## src/rtl/assert_macros.svh

```systemverilog
// Assertion helpers, clocked on clk and disabled in reset.
`ifndef ASSERT_MACROS_SVH
`define ASSERT_MACROS_SVH

// Plain implication check.
`define FFP_ASSERT(lbl, prop, msg) \
  lbl: assert property (@(posedge clk) disable iff (rst) (prop)) else $error(msg);

// Antecedent holds, consequent follows in the next cycle.
`define FFP_ASSERT_NEXT(lbl, ante, cons, msg) \
  lbl: assert property (@(posedge clk) disable iff (rst) (ante) |=> (cons)) else $error(msg);

`endif

```

## src/rtl/ffp_pkg.sv

```systemverilog
package ffp_pkg;

  localparam int BAD_COUNT_BITS = 32;

  localparam logic [15:0] CRC_INIT = 16'hFFFF;
  localparam logic [15:0] CRC_POLY = 16'hA001;

  localparam logic [1:0] ST_NONE = 2'd0;
  localparam logic [1:0] ST_GOOD = 2'd1;
  localparam logic [1:0] ST_BAD  = 2'd2;

  localparam logic [1:0] CFG_HEADER = 2'd0;
  localparam logic [1:0] CFG_ADDR   = 2'd1;
  localparam logic [1:0] CFG_CMD    = 2'd2;

  localparam logic [2:0] POS_ADDR   = 3'd1;
  localparam logic [2:0] POS_CMD    = 3'd2;
  localparam logic [2:0] POS_ID     = 3'd3;
  localparam logic [2:0] POS_VAL_LO = 3'd4;
  localparam logic [2:0] POS_VAL_HI = 3'd5;
  localparam logic [2:0] POS_CRC_HI = 3'd6;
  localparam logic [2:0] POS_CRC_LO = 3'd7;

  typedef struct packed {
    logic [7:0] header;
    logic [7:0] addr;
    logic [7:0] cmd;
  } cfg_t;

  typedef struct packed {
    logic [1:0]  status;
    logic [7:0]  param_id;
    logic [15:0] param_value;
    logic [31:0] bad_frames;
  } result_t;

  // one byte of reflected CRC-16/Modbus
  function automatic logic [15:0] crc16_byte(logic [15:0] crc_in, logic [7:0] data);
    logic [15:0] c;
    c = crc_in ^ {8'h00, data};
    for (int b = 0; b < 8; b++) begin
      c = c[0] ? ((c >> 1) ^ CRC_POLY) : (c >> 1);
    end
    return c;
  endfunction

endpackage

```

## src/rtl/fixed_frame_parser_crc16_modbus_unit.sv

```systemverilog
// Fixed 8-byte frame parser with CRC-16/Modbus check.
// Throughput: one byte item per cycle while in_stall is low; the CRC advances one byte per cycle.
// Result: registered into the output entry, or into the skid entry when the output is stalled.
// Two-entry output buffer; in_stall rises only when both entries are full.
// rst (sync, high): config to 0xA5/0x01/0x21, parser hunting, counters zero.
`include "assert_macros.svh"

module fixed_frame_parser_crc16_modbus_unit import ffp_pkg::*; (
  input  logic        clk,
  input  logic        rst,
  input  logic        cfg_we,
  input  logic [1:0]  cfg_index,
  input  logic [7:0]  cfg_data,
  input  logic        in_valid,
  output logic        in_stall,
  input  logic [7:0]  rx_byte,
  output logic        out_valid,
  input  logic        out_stall,
  output logic [1:0]  status,
  output logic [7:0]  param_id,
  output logic [15:0] param_value,
  output logic [31:0] bad_frames
);

  cfg_t    cfg;
  logic    acc;
  result_t core_res;
  result_t out_res;

  assign acc = in_valid && !in_stall;

  always_ff @(posedge clk) begin
    if (rst) begin
      cfg.header <= 8'hA5;
      cfg.addr   <= 8'h01;
      cfg.cmd    <= 8'h21;
    end else if (cfg_we) begin
      unique case (cfg_index)
        CFG_HEADER: cfg.header <= cfg_data;
        CFG_ADDR:   cfg.addr   <= cfg_data;
        CFG_CMD:    cfg.cmd    <= cfg_data;
        default: ;
      endcase
    end
  end

  ffp_core u_core (
    .clk     (clk),
    .rst     (rst),
    .acc     (acc),
    .rx_byte (rx_byte),
    .cfg     (cfg),
    .res     (core_res)
  );

  ffp_skid u_skid (
    .clk       (clk),
    .rst       (rst),
    .in_en     (acc),
    .in_res    (core_res),
    .out_stall (out_stall),
    .out_valid (out_valid),
    .out_res   (out_res),
    .full      (in_stall)
  );

  assign status      = out_res.status;
  assign param_id    = out_res.param_id;
  assign param_value = out_res.param_value;
  assign bad_frames  = out_res.bad_frames;

  `FFP_ASSERT(a_stall_needs_out, !in_stall || out_valid, "input stalled with empty output")
  `FFP_ASSERT_NEXT(a_acc_gives_out, in_valid && !in_stall, out_valid, "accepted item lost")
  `FFP_ASSERT_NEXT(a_drain_frees, out_valid && !out_stall, !in_stall, "buffer not freed")

endmodule

```

## src/rtl/ffp_core.sv

```systemverilog
module ffp_core import ffp_pkg::*; (
  input  logic       clk,
  input  logic       rst,
  input  logic       acc,
  input  logic [7:0] rx_byte,
  input  cfg_t       cfg,
  output result_t    res
);

  logic                      hunting, hunting_next;
  logic [2:0]                byte_index, byte_index_next;
  logic [15:0]               crc, crc_next;
  logic [7:0]                b_addr, b_cmd, b_id, b_vlo, b_vhi, b_crc_hi;
  logic [7:0]                last_id, last_id_next;
  logic [15:0]               last_value, last_value_next;
  logic [BAD_COUNT_BITS-1:0] bad_count, bad_count_next;
  logic [1:0]                status;
  logic                      is_header;
  logic                      frame_ok;
  logic [15:0]               crc_start;

  assign is_header = (rx_byte == cfg.header);
  assign crc_start = crc16_byte(CRC_INIT, rx_byte);
  assign frame_ok  = (b_addr == cfg.addr) && (b_cmd == cfg.cmd) &&
                     (crc == {b_crc_hi, rx_byte});

  always_comb begin
    hunting_next    = hunting;
    byte_index_next = byte_index;
    crc_next        = crc;
    last_id_next    = last_id;
    last_value_next = last_value;
    bad_count_next  = bad_count;
    status          = ST_NONE;
    if (hunting) begin
      if (is_header) begin
        crc_next        = crc_start;
        byte_index_next = POS_ADDR;
        hunting_next    = 1'b0;
      end
    end else begin
      if (byte_index <= POS_VAL_HI) begin
        crc_next = crc16_byte(crc, rx_byte);
      end
      if (byte_index != POS_CRC_LO) begin
        byte_index_next = byte_index + 3'd1;
      end else begin
        if (frame_ok) begin
          last_id_next    = b_id;
          last_value_next = {b_vhi, b_vlo};
          status          = ST_GOOD;
        end else begin
          bad_count_next = bad_count + 1'b1;
          status         = ST_BAD;
        end
        if (is_header) begin
          crc_next        = crc_start;
          byte_index_next = POS_ADDR;
          hunting_next    = 1'b0;
        end else begin
          byte_index_next = 3'd0;
          hunting_next    = 1'b1;
        end
      end
    end
  end

  always_ff @(posedge clk) begin
    if (rst) begin
      hunting    <= 1'b1;
      byte_index <= 3'd0;
      last_id    <= 8'd0;
      last_value <= 16'd0;
      bad_count  <= '0;
    end else if (acc) begin
      hunting    <= hunting_next;
      byte_index <= byte_index_next;
      last_id    <= last_id_next;
      last_value <= last_value_next;
      bad_count  <= bad_count_next;
    end
  end

  // frame bytes, no reset needed
  always_ff @(posedge clk) begin
    if (acc) begin
      crc <= crc_next;
      if (!hunting) begin
        unique case (byte_index)
          POS_ADDR:   b_addr   <= rx_byte;
          POS_CMD:    b_cmd    <= rx_byte;
          POS_ID:     b_id     <= rx_byte;
          POS_VAL_LO: b_vlo    <= rx_byte;
          POS_VAL_HI: b_vhi    <= rx_byte;
          POS_CRC_HI: b_crc_hi <= rx_byte;
          default: ;
        endcase
      end
    end
  end

  always_comb begin
    res.status      = status;
    res.param_id    = last_id_next;
    res.param_value = last_value_next;
    res.bad_frames  = 32'(bad_count_next);
  end

endmodule

```

## src/rtl/ffp_skid.sv

```systemverilog
module ffp_skid import ffp_pkg::*; (
  input  logic    clk,
  input  logic    rst,
  input  logic    in_en,
  input  result_t in_res,
  input  logic    out_stall,
  output logic    out_valid,
  output result_t out_res,
  output logic    full
);

  logic    skid_valid;
  result_t skid_res;
  logic    out_fire;

  assign out_fire = out_valid && !out_stall;
  assign full     = skid_valid;

  always_ff @(posedge clk) begin
    if (rst) begin
      out_valid  <= 1'b0;
      skid_valid <= 1'b0;
    end else if (skid_valid) begin
      if (out_fire) begin
        skid_valid <= 1'b0;
      end
    end else if (in_en) begin
      if (!out_valid || out_fire) begin
        out_valid <= 1'b1;
      end else begin
        skid_valid <= 1'b1;
      end
    end else if (out_fire) begin
      out_valid <= 1'b0;
    end
  end

  always_ff @(posedge clk) begin
    if (skid_valid) begin
      if (out_fire) begin
        out_res <= skid_res;
      end
    end else if (in_en) begin
      if (!out_valid || out_fire) begin
        out_res <= in_res;
      end else begin
        skid_res <= in_res;
      end
    end
  end

endmodule
```

## config.mk

```make
export PLATFORM = sky130hd
export DESIGN_NAME = fixed_frame_parser_crc16_modbus_unit
export DESIGN_NICKNAME = d
export VERILOG_FILES = /design/src/rtl/ffp_pkg.sv /design/src/rtl/fixed_frame_parser_crc16_modbus_unit.sv /design/src/rtl/ffp_core.sv /design/src/rtl/ffp_skid.sv
export VERILOG_INCLUDE_DIRS = /design/src /design/src/rtl
export SDC_FILE = /design/constraint.sdc
export NUM_CORES = 1
export LEC_CHECK = 0
export ABC_AREA = 1
export BUFFER_PORTS_ARGS = -buffer_cell sky130_fd_sc_hd__clkbuf_2
export CORE_ASPECT_RATIO = 0.7
export CORE_UTILIZATION = 52
export DETAILED_ROUTE_END_ITERATION = 8
export MAX_ROUTING_LAYER = met4
export PLACE_DENSITY = 0.7
export SYNTH_ARGS = -nofsm -noshare
export SYNTH_HDL_FRONTEND = slang
export SYNTH_SLANG_ARGS = --single-unit
```

## constraint.sdc

```tcl
create_clock -name clk -period 5.9 [get_ports clk]
set_input_delay 0.59 -clock clk [delete_from_list [all_inputs] [get_ports clk]]
set_output_delay 0.59 -clock clk [all_outputs]
set_load 0.01 [all_outputs]
```

==> results of run 1 <==
power by group through the flow:
| stage | Clock [mW] | Sequential, mW | Combinational [mW] |
|---|---|---|---|
| 2_1_floorplan | 0 | 2.19 | 0.212 |
| 3_3_place_gp | 0 | 2.18 | 0.334 |
| 3_5_place_dp | 0 | 2.18 | 0.342 |
| 4_1_cts | 1.66 | 2.14 | 0.344 |
| 5_1_grt | 1.73 | 2.14 | 0.387 |
| 6_report | 1.63 | 2.14 | 0.341 |
registers in the layout (all words and copies together) (netlist names), 3 cells and up:
| signal | count |
|---|---|
| u_core.b_cmd | 8 |
| u_core.b_id | 8 |
| cfg | 24 |
| u_core.b_vhi | 8 |
| u_core.b_addr | 8 |
| u_skid.skid_res | 58 |
| u_core.b_vlo | 8 |
| u_core.last_value | 16 |
| u_core.byte_index | 3 |
| u_core.last_id | 8 |
| u_core.bad_count | 32 |
| u_core.crc | 16 |
| u_skid.out_res | 58 |
| u_core.b_crc_hi | 8 |
worst register-to-register path, stage by stage, from the launching register on:
cell,delay (ns)
edfxtp_1,0.42
xor2_1,0.21
inv_1,0.12
ha_1,0.15
nand2_1,0.05
nor2_1,0.18
nand3_1,0.10
nor2_1,0.18
nand3_2,0.31
nor2_4,1.04
nand2_1,0.14
o21ai_0,0.19
o21ai_0,0.11
logic make-up after synthesis:
group                      synth area share
DFF                                   0.575
xor gates and xnor gates             0.0255
buffers and inverters                0.0829
AOI/OAI and AO/OA                    0.0940
and+or+nand+nor                       0.211
adders and majority gates            0.0111
final cells by class:
type / count / area [um2]
Fill cell: 1955 / 9180
Clock buffer: 37 / 722
Multi-Input combinational cell: 887 / 4250
Tap cell: 312 / 390
Timing Repair Buffer: 93 / 493
Inverter: 199 / 747
Clock inverter: 10 / 114
Sequential cell: 266 / 7130
worst min-delay path by stage:
| stage | start | end | slack [ns] | cells after the start |
|---|---|---|---|---|
| finish | cfg_data[5] | cfg[21] | 0.32 | 3 |
| global route | cfg_data[1] | cfg[17] | 0.32 | 3 |
| CTS | cfg_data[5] | cfg[21] | 0.30 | 3 |
| detailed placement | cfg[14] | cfg[14] | 0.46 | 2 |
| global placement | cfg[15] | cfg[15] | 0.46 | 2 |
| floorplan | cfg[12] | cfg[12] | 0.44 | 2 |
layout by cell type, fill, tap and decap left out, types with 3 or more instances in the layout:
cell type / netlist / final
o21ai_0: 87 / 87
nor2_1: 85 / 83
dfxtp_1: 86 / 85
clkbuf_1: 35 / 8
nor2_2: 2 / 3
a31oi_1: 5 / 5
nand2_1: 406 / 406
buf_4: 1 / 11
nand4_1: 30 / 30
o21ai_1: 11 / 11
clkinv_1: 1 / 3
nand3_1: 77 / 77
o211ai_1: 12 / 12
inv_2: 2 / 4
inv_1: 196 / 195
xnor2_1: 16 / 16
nor3_2: 3 / 3
edfxtp_1: 180 / 180
ha_1: 11 / 11
a21oi_1: 72 / 71
clkbuf_2: 2 / 82
nor3_1: 23 / 23
o21ai_2: 21 / 21
clkbuf_8: 0 / 3
xor2_1: 20 / 20
clkbuf_16: 0 / 26
per-stage QoR:
step | setup WS (ns) | utilization
4_1_cts | 2.41 | 0.601
3_3_place_gp | 2.08 | 0.565
3_5_place_dp | 1.98 | 0.565
2_1_floorplan | 1.47 | -
6_report | 2.41 | 0.601
5_1_grt | 2.06 | 0.601
routing by layer:
metal / vias to the layer above / share of wire / global-route usage
met5: - / 0 / -
li1: 4743 / - / -
met1: 4285 / 0.51 / 0.347
met2: 260 / 0.41 / 0.318
met3: 30 / 0.062 / 0.0358
met4: 0 / 0.011 / 0.0373
==> metrics.txt, run 1 <==
number of buffers and inverters on the critical path 1; Post-synth top cells nand2_1 (406), inv_1 (196), edfxtp_1 (180), o21ai_0 (87), dfxtp_1 (86); number of violations of the max-capacitance limit 0; overall via count from detail_route 9318; reg-to-reg critical path endpoint u_skid.out_res[46]; number of global-route vias before repair 8365; hold violation total from the final report 0; max-slew violation count 0; final WL 27000 um; global-route wire length before repair 43600 um; total half-perimeter wirelength after legalization and detailed placement 17900 um; Final TNS setup 0 ns; CP max-delay cell nor2_4; setup skew after layout 0.0141 ns; most used flip-flop cell after synthesis edfxtp_1; average routed wire per standard cell 15.0 um; count of port buffers added during placement 82; total grt overflow 0; Worst Path Max Fanout 47; proportion of netlist area held by the largest area contributor 0.436; worst-case clock buffer depth 3; Cell Int Power 3.15 mW; logic depth of the worst path, buffers included 12; Crit path max-delay family simple AND/OR/NAND/NOR gates; Inserted Clock Buffers 26; total placed instance area 13000 um2; # rows 46; slew of the pin with the lowest slew margin 1.25 ns; fraction of power consumed by sequential logic 0.520; Critical Path Max Stage Delay 1.04 ns; arrival time at the worst endpoint 3.74 ns; Root Buffer clkbuf_16; H-tree depth reported by CTS 1; placeable core region 23000 um2; Net Count, Synth 1443; Critical Path End Type flip-flop; total number of yosys warnings 0; portion of the post-synthesis area used by sequential elements 0.575; post-route clock period utilization 0.592; critical path class flip-flop to flip-flop; leakage 6.03 nW; capturing element of the worst setup path u_skid.out_res[46]; CTS clock-pin slew for the worst setup and hold paths 0.07 ns; ys async rst share 0; worst relative slew slack 0.166; post-route standard cell area excluding fillers 13800 um2; peak supply drop 0.000207 V; Die Ht 131 um; number of antenna violations at the first check in global routing 0; placed cells 1757; number of DRC violations after detailed-routing iteration 0 682; Final Instance Count excl. Fillers 1804; Worst R2R Path Depth 12; slack of the worst reg-to-reg path 2.41 ns; layout overhead on the synthesized area 11.8%; Worst R2R Start u_core.crc[0]; area of the die 24400 um2; start point of the critical path u_core.crc[0]; DRC violations left 0; Yosys top cell by area edfxtp_1; total routing resource utilization after global routing 0.226; clock network latency to the later pin of the worst-skew pair 0.54 ns; top cells by area, synth edfxtp_1 (44%), dfxtp_1 (14%), nand2_1 (12%); Power Density 297 nW/um2; hold buffers post-CTS 0; Synth Instances 1409; total power 4.11 mW; result of the run finished clean; net switching power 963 uW; required time worst endpoint 6.15 ns; mean instance size in the synthesized netlist 8.79 um2; Min-Delay Path Class input pin to flip-flop; first-pass iteration count of the detailed router 5; Worst Hold Margin 0.321 ns; # nets final 1507; die width 186 um; Starting Density 0.538; Sink Count 266; CTS tree built; minimum period implied by the final worst setup slack 3.49 ns; Highest Clock Rate 0.286 GHz; portion of total power attributed to the clock network 0.397; per-cell via count in the routed design 5.17; global placement routability congestion 0.891; Post-synth EDFFs 180; number of antenna cells inserted 0; Startpoint Class flip-flop; largest net degree at the start of global routing 93; Detail Route Antenna Nets 0; switching fraction of total power 0.234; number of ports placed on the die boundary 83; number of failing setup endpoints in the final timing report 0; synthesized area 12400 um2; number of post-CTS setup repair buffers 0; Resize count post-CTS 0; unique cell type count in the Yosys netlist 35; setup repair after global routing missed its margin false; top-count cell post-synth nand2_1; count of state elements after synthesis 266; share of total power in combinational logic 0.083; layout cells sized above 1 0.111; worst-path cell chain xor2_1 > inv_1 > ha_1 > nand2_1 > nor2_1 > nand3_1 > nor2_1 > nand3_2 > nor2_4 > nand2_1 > o21ai_0 > o21ai_0
No activity file was read; power rests on OpenSTA's default activity.
==> run 2: changes to the inputs <==
- PLACE_DENSITY: 0.7 -> 0.73
- clock period: 5.9 -> 3.1 ns (I/O delays scaled with it)
==> metrics.txt, run 2 (synthesized netlist as in run 1, its figures left out) <==
worst-case clock buffer depth 3; largest net degree at the start of global routing 93; # nets final 1532; count of port buffers added during placement 82; worst relative slew slack 0.406; Critical Path End Type flip-flop; leading cell type in the layout, fill and taps excluded nand2_1; overall via count from detail_route 9598; total power 8.04 mW; # rows 46; layout overhead on the synthesized area 14.1%; Sink Count 266; number of failing setup endpoints in the final timing report 0; Die Ht 131 um; total grt overflow 0; number of antenna violations at the first check in global routing 0; global placement routability congestion 0.901; Final TNS setup 0 ns; final critical-path setup slack 0.323 ns; pre-CTS setup slack 0.332 ns; clock network latency to the later pin of the worst-skew pair 0.54 ns; global-route wire length before repair 45600 um; slack of the worst reg-to-reg path 0.32 ns; Inserted Clock Buffers 26; average routed wire per standard cell 15.4 um; peak supply drop 0.000390 V; Worst Path Max Fanout 29; Worst R2R Path Depth 12; Min-Delay Path Class input pin to flip-flop; total placed instance area 13200 um2; Power Density 569 nW/um2; number of ports placed on the die boundary 83; start point of the critical path u_core.crc[5]; post-route standard cell area excluding fillers 14100 um2; result of the run finished clean; first-pass iteration count of the detailed router 5; setup skew after layout 0.0189 ns; per-cell via count in the routed design 5.24; number of post-CTS setup repair buffers 0; CTS clock-pin slew for the worst setup and hold paths 0.06 ns; setup repair after global routing missed its margin false; layout cells sized above 1 0.127; minimum period implied by the final worst setup slack 2.78 ns; placeable core region 23000 um2; Starting Density 0.538; total routing resource utilization after global routing 0.239; CTS tree built; hold buffers post-CTS 0; final-layout fill cell count 1949; H-tree depth reported by CTS 1; count of cells along the worst hold path 3; slew of the pin with the lowest slew margin 0.891 ns; commonest cells after routing, fill and taps aside nand2_1 (406), inv_1 (196), edfxtp_1 (180), o21ai_0 (87), dfxtp_1 (85); arrival time at the worst endpoint 3.01 ns; die width 186 um; leakage 6.20 nW; post-route clock period utilization 0.896; hold violation total from the final report 0; number of antenna cells inserted 0; Worst R2R Start u_core.crc[5]; Resize count post-CTS 0; final WL 28200 um; Highest Clock Rate 0.360 GHz; reg-to-reg critical path endpoint u_skid.out_res[46]; number of violations of the max-capacitance limit 0; required time worst endpoint 3.34 ns; critical path class flip-flop to flip-flop; Startpoint Class flip-flop; area of the die 24400 um2; capturing element of the worst setup path u_skid.out_res[46]; Detail Route Antenna Nets 0; DRC violations left 0; max-slew violation count 0; number of DRC violations after detailed-routing iteration 0 954; Root Buffer clkbuf_16; Regs by FF count u_skid.out_res: 58 flops, u_skid.skid_res: 58 flops, u_core.bad_count: 32 flops; total half-perimeter wirelength after legalization and detailed placement 19300 um; number of global-route vias before repair 8673
run 2: changes by cell type in the layout (fill, tap and decap cells not counted), sizes merged:
cell	previous run	this run
buf	11	36
bufinv	2	3
clkbuf	119	118
clkinv	6	8
clkinvlp	1	0
run 2: worst max-delay path: stages, from the launching register on:
cell and delay [ns]:
edfxtp_1 0.40, xnor2_1 0.39, ha_1 0.24, nand2_1 0.05, nor2_1 0.14, nand3_1 0.09
nor2_1 0.18, nand3_2 0.15, nor2_4 0.25, buf_12 0.23, nand2_1 0.06, o21ai_0 0.13
o21ai_0 0.15
run 2: how the worst min path moves through the flow:
stage          slack (ns)               end        start
3_5_place_dp         0.46            cfg[6]       cfg[6]
5_1_grt              0.05           cfg[23]  cfg_data[7]
4_1_cts              0.03           cfg[23]  cfg_data[7]
3_3_place_gp         0.46            cfg[6]       cfg[6]
6_report             0.05           cfg[21]  cfg_data[5]
2_1_floorplan        0.41  u_core.b_addr[0]   rx_byte[0]
run 2: cell type report:
cell class	instances	area (um2)	area share
Timing Repair Buffer	118	718	0.0508
Clock buffer	36	749	0.0530
Multi-Input combinational cell	887	4250	0.301
Sequential cell	266	7130	0.504
Inverter	199	747	0.0528
Clock inverter	12	151	0.0107
Tap cell	312	390	0.0276
run 2: per-stage QoR:
step	util	hold WS, ns	std cells
after floorplan	-	0.409	1409
final	0.614	0.0531	1830
after global routing	0.614	0.0539	1830
after CTS	0.614	0.0257	1830
after detailed placement	0.575	0.464	1782
after global placement	0.575	0.455	1782
run 2: per-layer routing:
metal,global-route usage,vias to the layer above,share of wire
met5,-,-,0
met4,0.0383,0,0.0096
met3,0.0256,29,0.071
met2,0.344,316,0.42
met1,0.369,4457,0.50
li1,-,4796,-
run 2: power breakdown:
part / internal [mW] / leakage [nW] / switching, mW / total [mW]
Clock: 1.95 / 0.441 / 1.34 / 3.29
Combinational: 0.233 / 3.34 / 0.453 / 0.686
Sequential: 3.98 / 2.42 / 0.0855 / 4.06
Total: 6.16 / 6.20 / 1.88 / 8.04
==> run 3: changes to the inputs <==
- CORE_UTILIZATION: 52 -> 50
- CTS_CLUSTER_DIAMETER: unset -> 40
- PLACE_DENSITY: 0.73 -> 0.71
==> metrics.txt, run 3 (synthesized netlist as in run 1, its figures left out) <==
Die Ht 134 um; Root Buffer clkbuf_16; total placed instance area 13200 um2; Highest Clock Rate 0.377 GHz; Most Crowded Layer GR met1; global-route wire length before repair 45900 um; worst-case clock buffer depth 3; post-route clock period utilization 0.856; max-slew violation count 0; Regs by FF count u_skid.out_res: 58 flops, u_skid.skid_res: 58 flops, u_core.bad_count: 32 flops; total half-perimeter wirelength after legalization and detailed placement 19100 um; hold violation total from the final report 0; Min-Delay Path Class input pin to flip-flop; minimum period implied by the final worst setup slack 2.65 ns; Detail Route Antenna Nets 0; Resize count post-CTS 0; number of global-route vias before repair 8678; per-cell via count in the routed design 5.17; clock network latency to the later pin of the worst-skew pair 0.57 ns; pre-CTS setup slack 0.386 ns; number of DRC violations after detailed-routing iteration 0 776; leakage 6.22 nW; final-layout fill cell count 2102; CTS tree built; Critical Path End Type flip-flop; # nets final 1533; count of port buffers added during placement 82; setup skew after layout 0.0138 ns; Final TNS setup 0 ns; global placement routability congestion 0.906; H-tree depth reported by CTS 1; hold buffers post-CTS 1; # rows 47; result of the run finished clean; number of antenna violations at the first check in global routing 1; met2 routing resource usage after global routing 0.325; number of ports placed on the die boundary 83; Power Density 588 nW/um2; layout overhead on the synthesized area 14.7%; first-pass iteration count of the detailed router 5; CTS clock-pin slew for the worst setup and hold paths 0.06 ns; area of the die 25400 um2; overall via count from detail_route 9518; arrival time at the worst endpoint 2.93 ns; final critical-path setup slack 0.447 ns; total grt overflow 0; final WL 28300 um; leading cell type in the layout, fill and taps excluded nand2_1; largest net degree at the start of global routing 92; met3 track demand over resource 0.0332; peak supply drop 0.000514 V; average routed wire per standard cell 15.4 um; Inserted Clock Buffers 31; number of failing setup endpoints in the final timing report 0; die width 190 um; Sink Count 266; DRC violations left 0; commonest cells after routing, fill and taps aside nand2_1 (406), inv_1 (196), edfxtp_1 (180), o21ai_0 (87), dfxtp_1 (85); Starting Density 0.516; total routing resource utilization after global routing 0.235; placeable core region 24000 um2; layout cells sized above 1 0.129; number of post-CTS setup repair buffers 0; Startpoint Class flip-flop; Worst Path Max Fanout 48; total power 8.35 mW; slew of the pin with the lowest slew margin 0.885 ns; required time worst endpoint 3.38 ns; worst relative slew slack 0.410; post-route standard cell area excluding fillers 14200 um2; number of antenna cells inserted 0; number of violations of the max-capacitance limit 0; setup repair after global routing missed its margin false; critical path class flip-flop to flip-flop; GR Util met1 0.363
## run 3: report_power, final
| group | total (mW) | internal (mW) | switching (mW) |
|---|---|---|---|
| Clock | 3.60 | 2.09 | 1.51 |
| Sequential | 4.07 | 3.98 | 0.0862 |
| Combinational | 0.683 | 0.229 | 0.454 |
| Total | 8.35 | 6.30 | 2.05 |
## run 3: through the flow
stage / hold WS (ns) / std cells / utilization
floorplan: 0.409 / 1409 / -
global placement: 0.453 / 1783 / 0.549
detailed placement: 0.463 / 1783 / 0.549
CTS: 0.00575 / 1842 / 0.592
global route: 0.0490 / 1842 / 0.592
finish: 0.0307 / 1842 / 0.592
## run 3: final cells by class
cell class              count  area (um2)  area share
repair buffers            114         666      0.0468
well taps                 318         398      0.0280
clock inverters            18         190      0.0134
multi-input cells         887        4250       0.299
clock buffers              40         830      0.0584
flip-flops and latches    266        7130       0.502
inverters                 199         747      0.0526
## run 3: worst paths after layout
| path | start | to | slack (ns) | cells past startpoint |
|---|---|---|---|---|
| worst max-delay path | u_core.crc[5] | u_skid.out_res[45] | 0.45 | 12 |
| worst min-delay path | cfg_data[7] | cfg[23] | 0.03 | 3 |
| worst max register to register | u_core.crc[5] | u_skid.out_res[45] | 0.45 | 12 |
| worst min register to register | cfg[1] | cfg[1] | 0.47 | 2 |
## run 3: critical path, cell delays in order, from the launching register on
cell      delay, ns
edfxtp_1       0.40
xnor2_1        0.38
ha_1           0.22
nand2_1        0.05
nor2_1         0.15
nand3_1        0.09
nor2_1         0.18
nand3_2        0.13
nor2_4         0.12
buf_12         0.25
nand2_1        0.10
o21ai_0        0.15
o21ai_0        0.12
## run 3: layer usage
layer	part of all wire	up-vias	wire [um]
met2	0.41	302	11600
met3	0.067	46	1910
met4	0.017	0	486
met5	0	-	0
met1	0.51	4362	14300
li1	-	4808	-
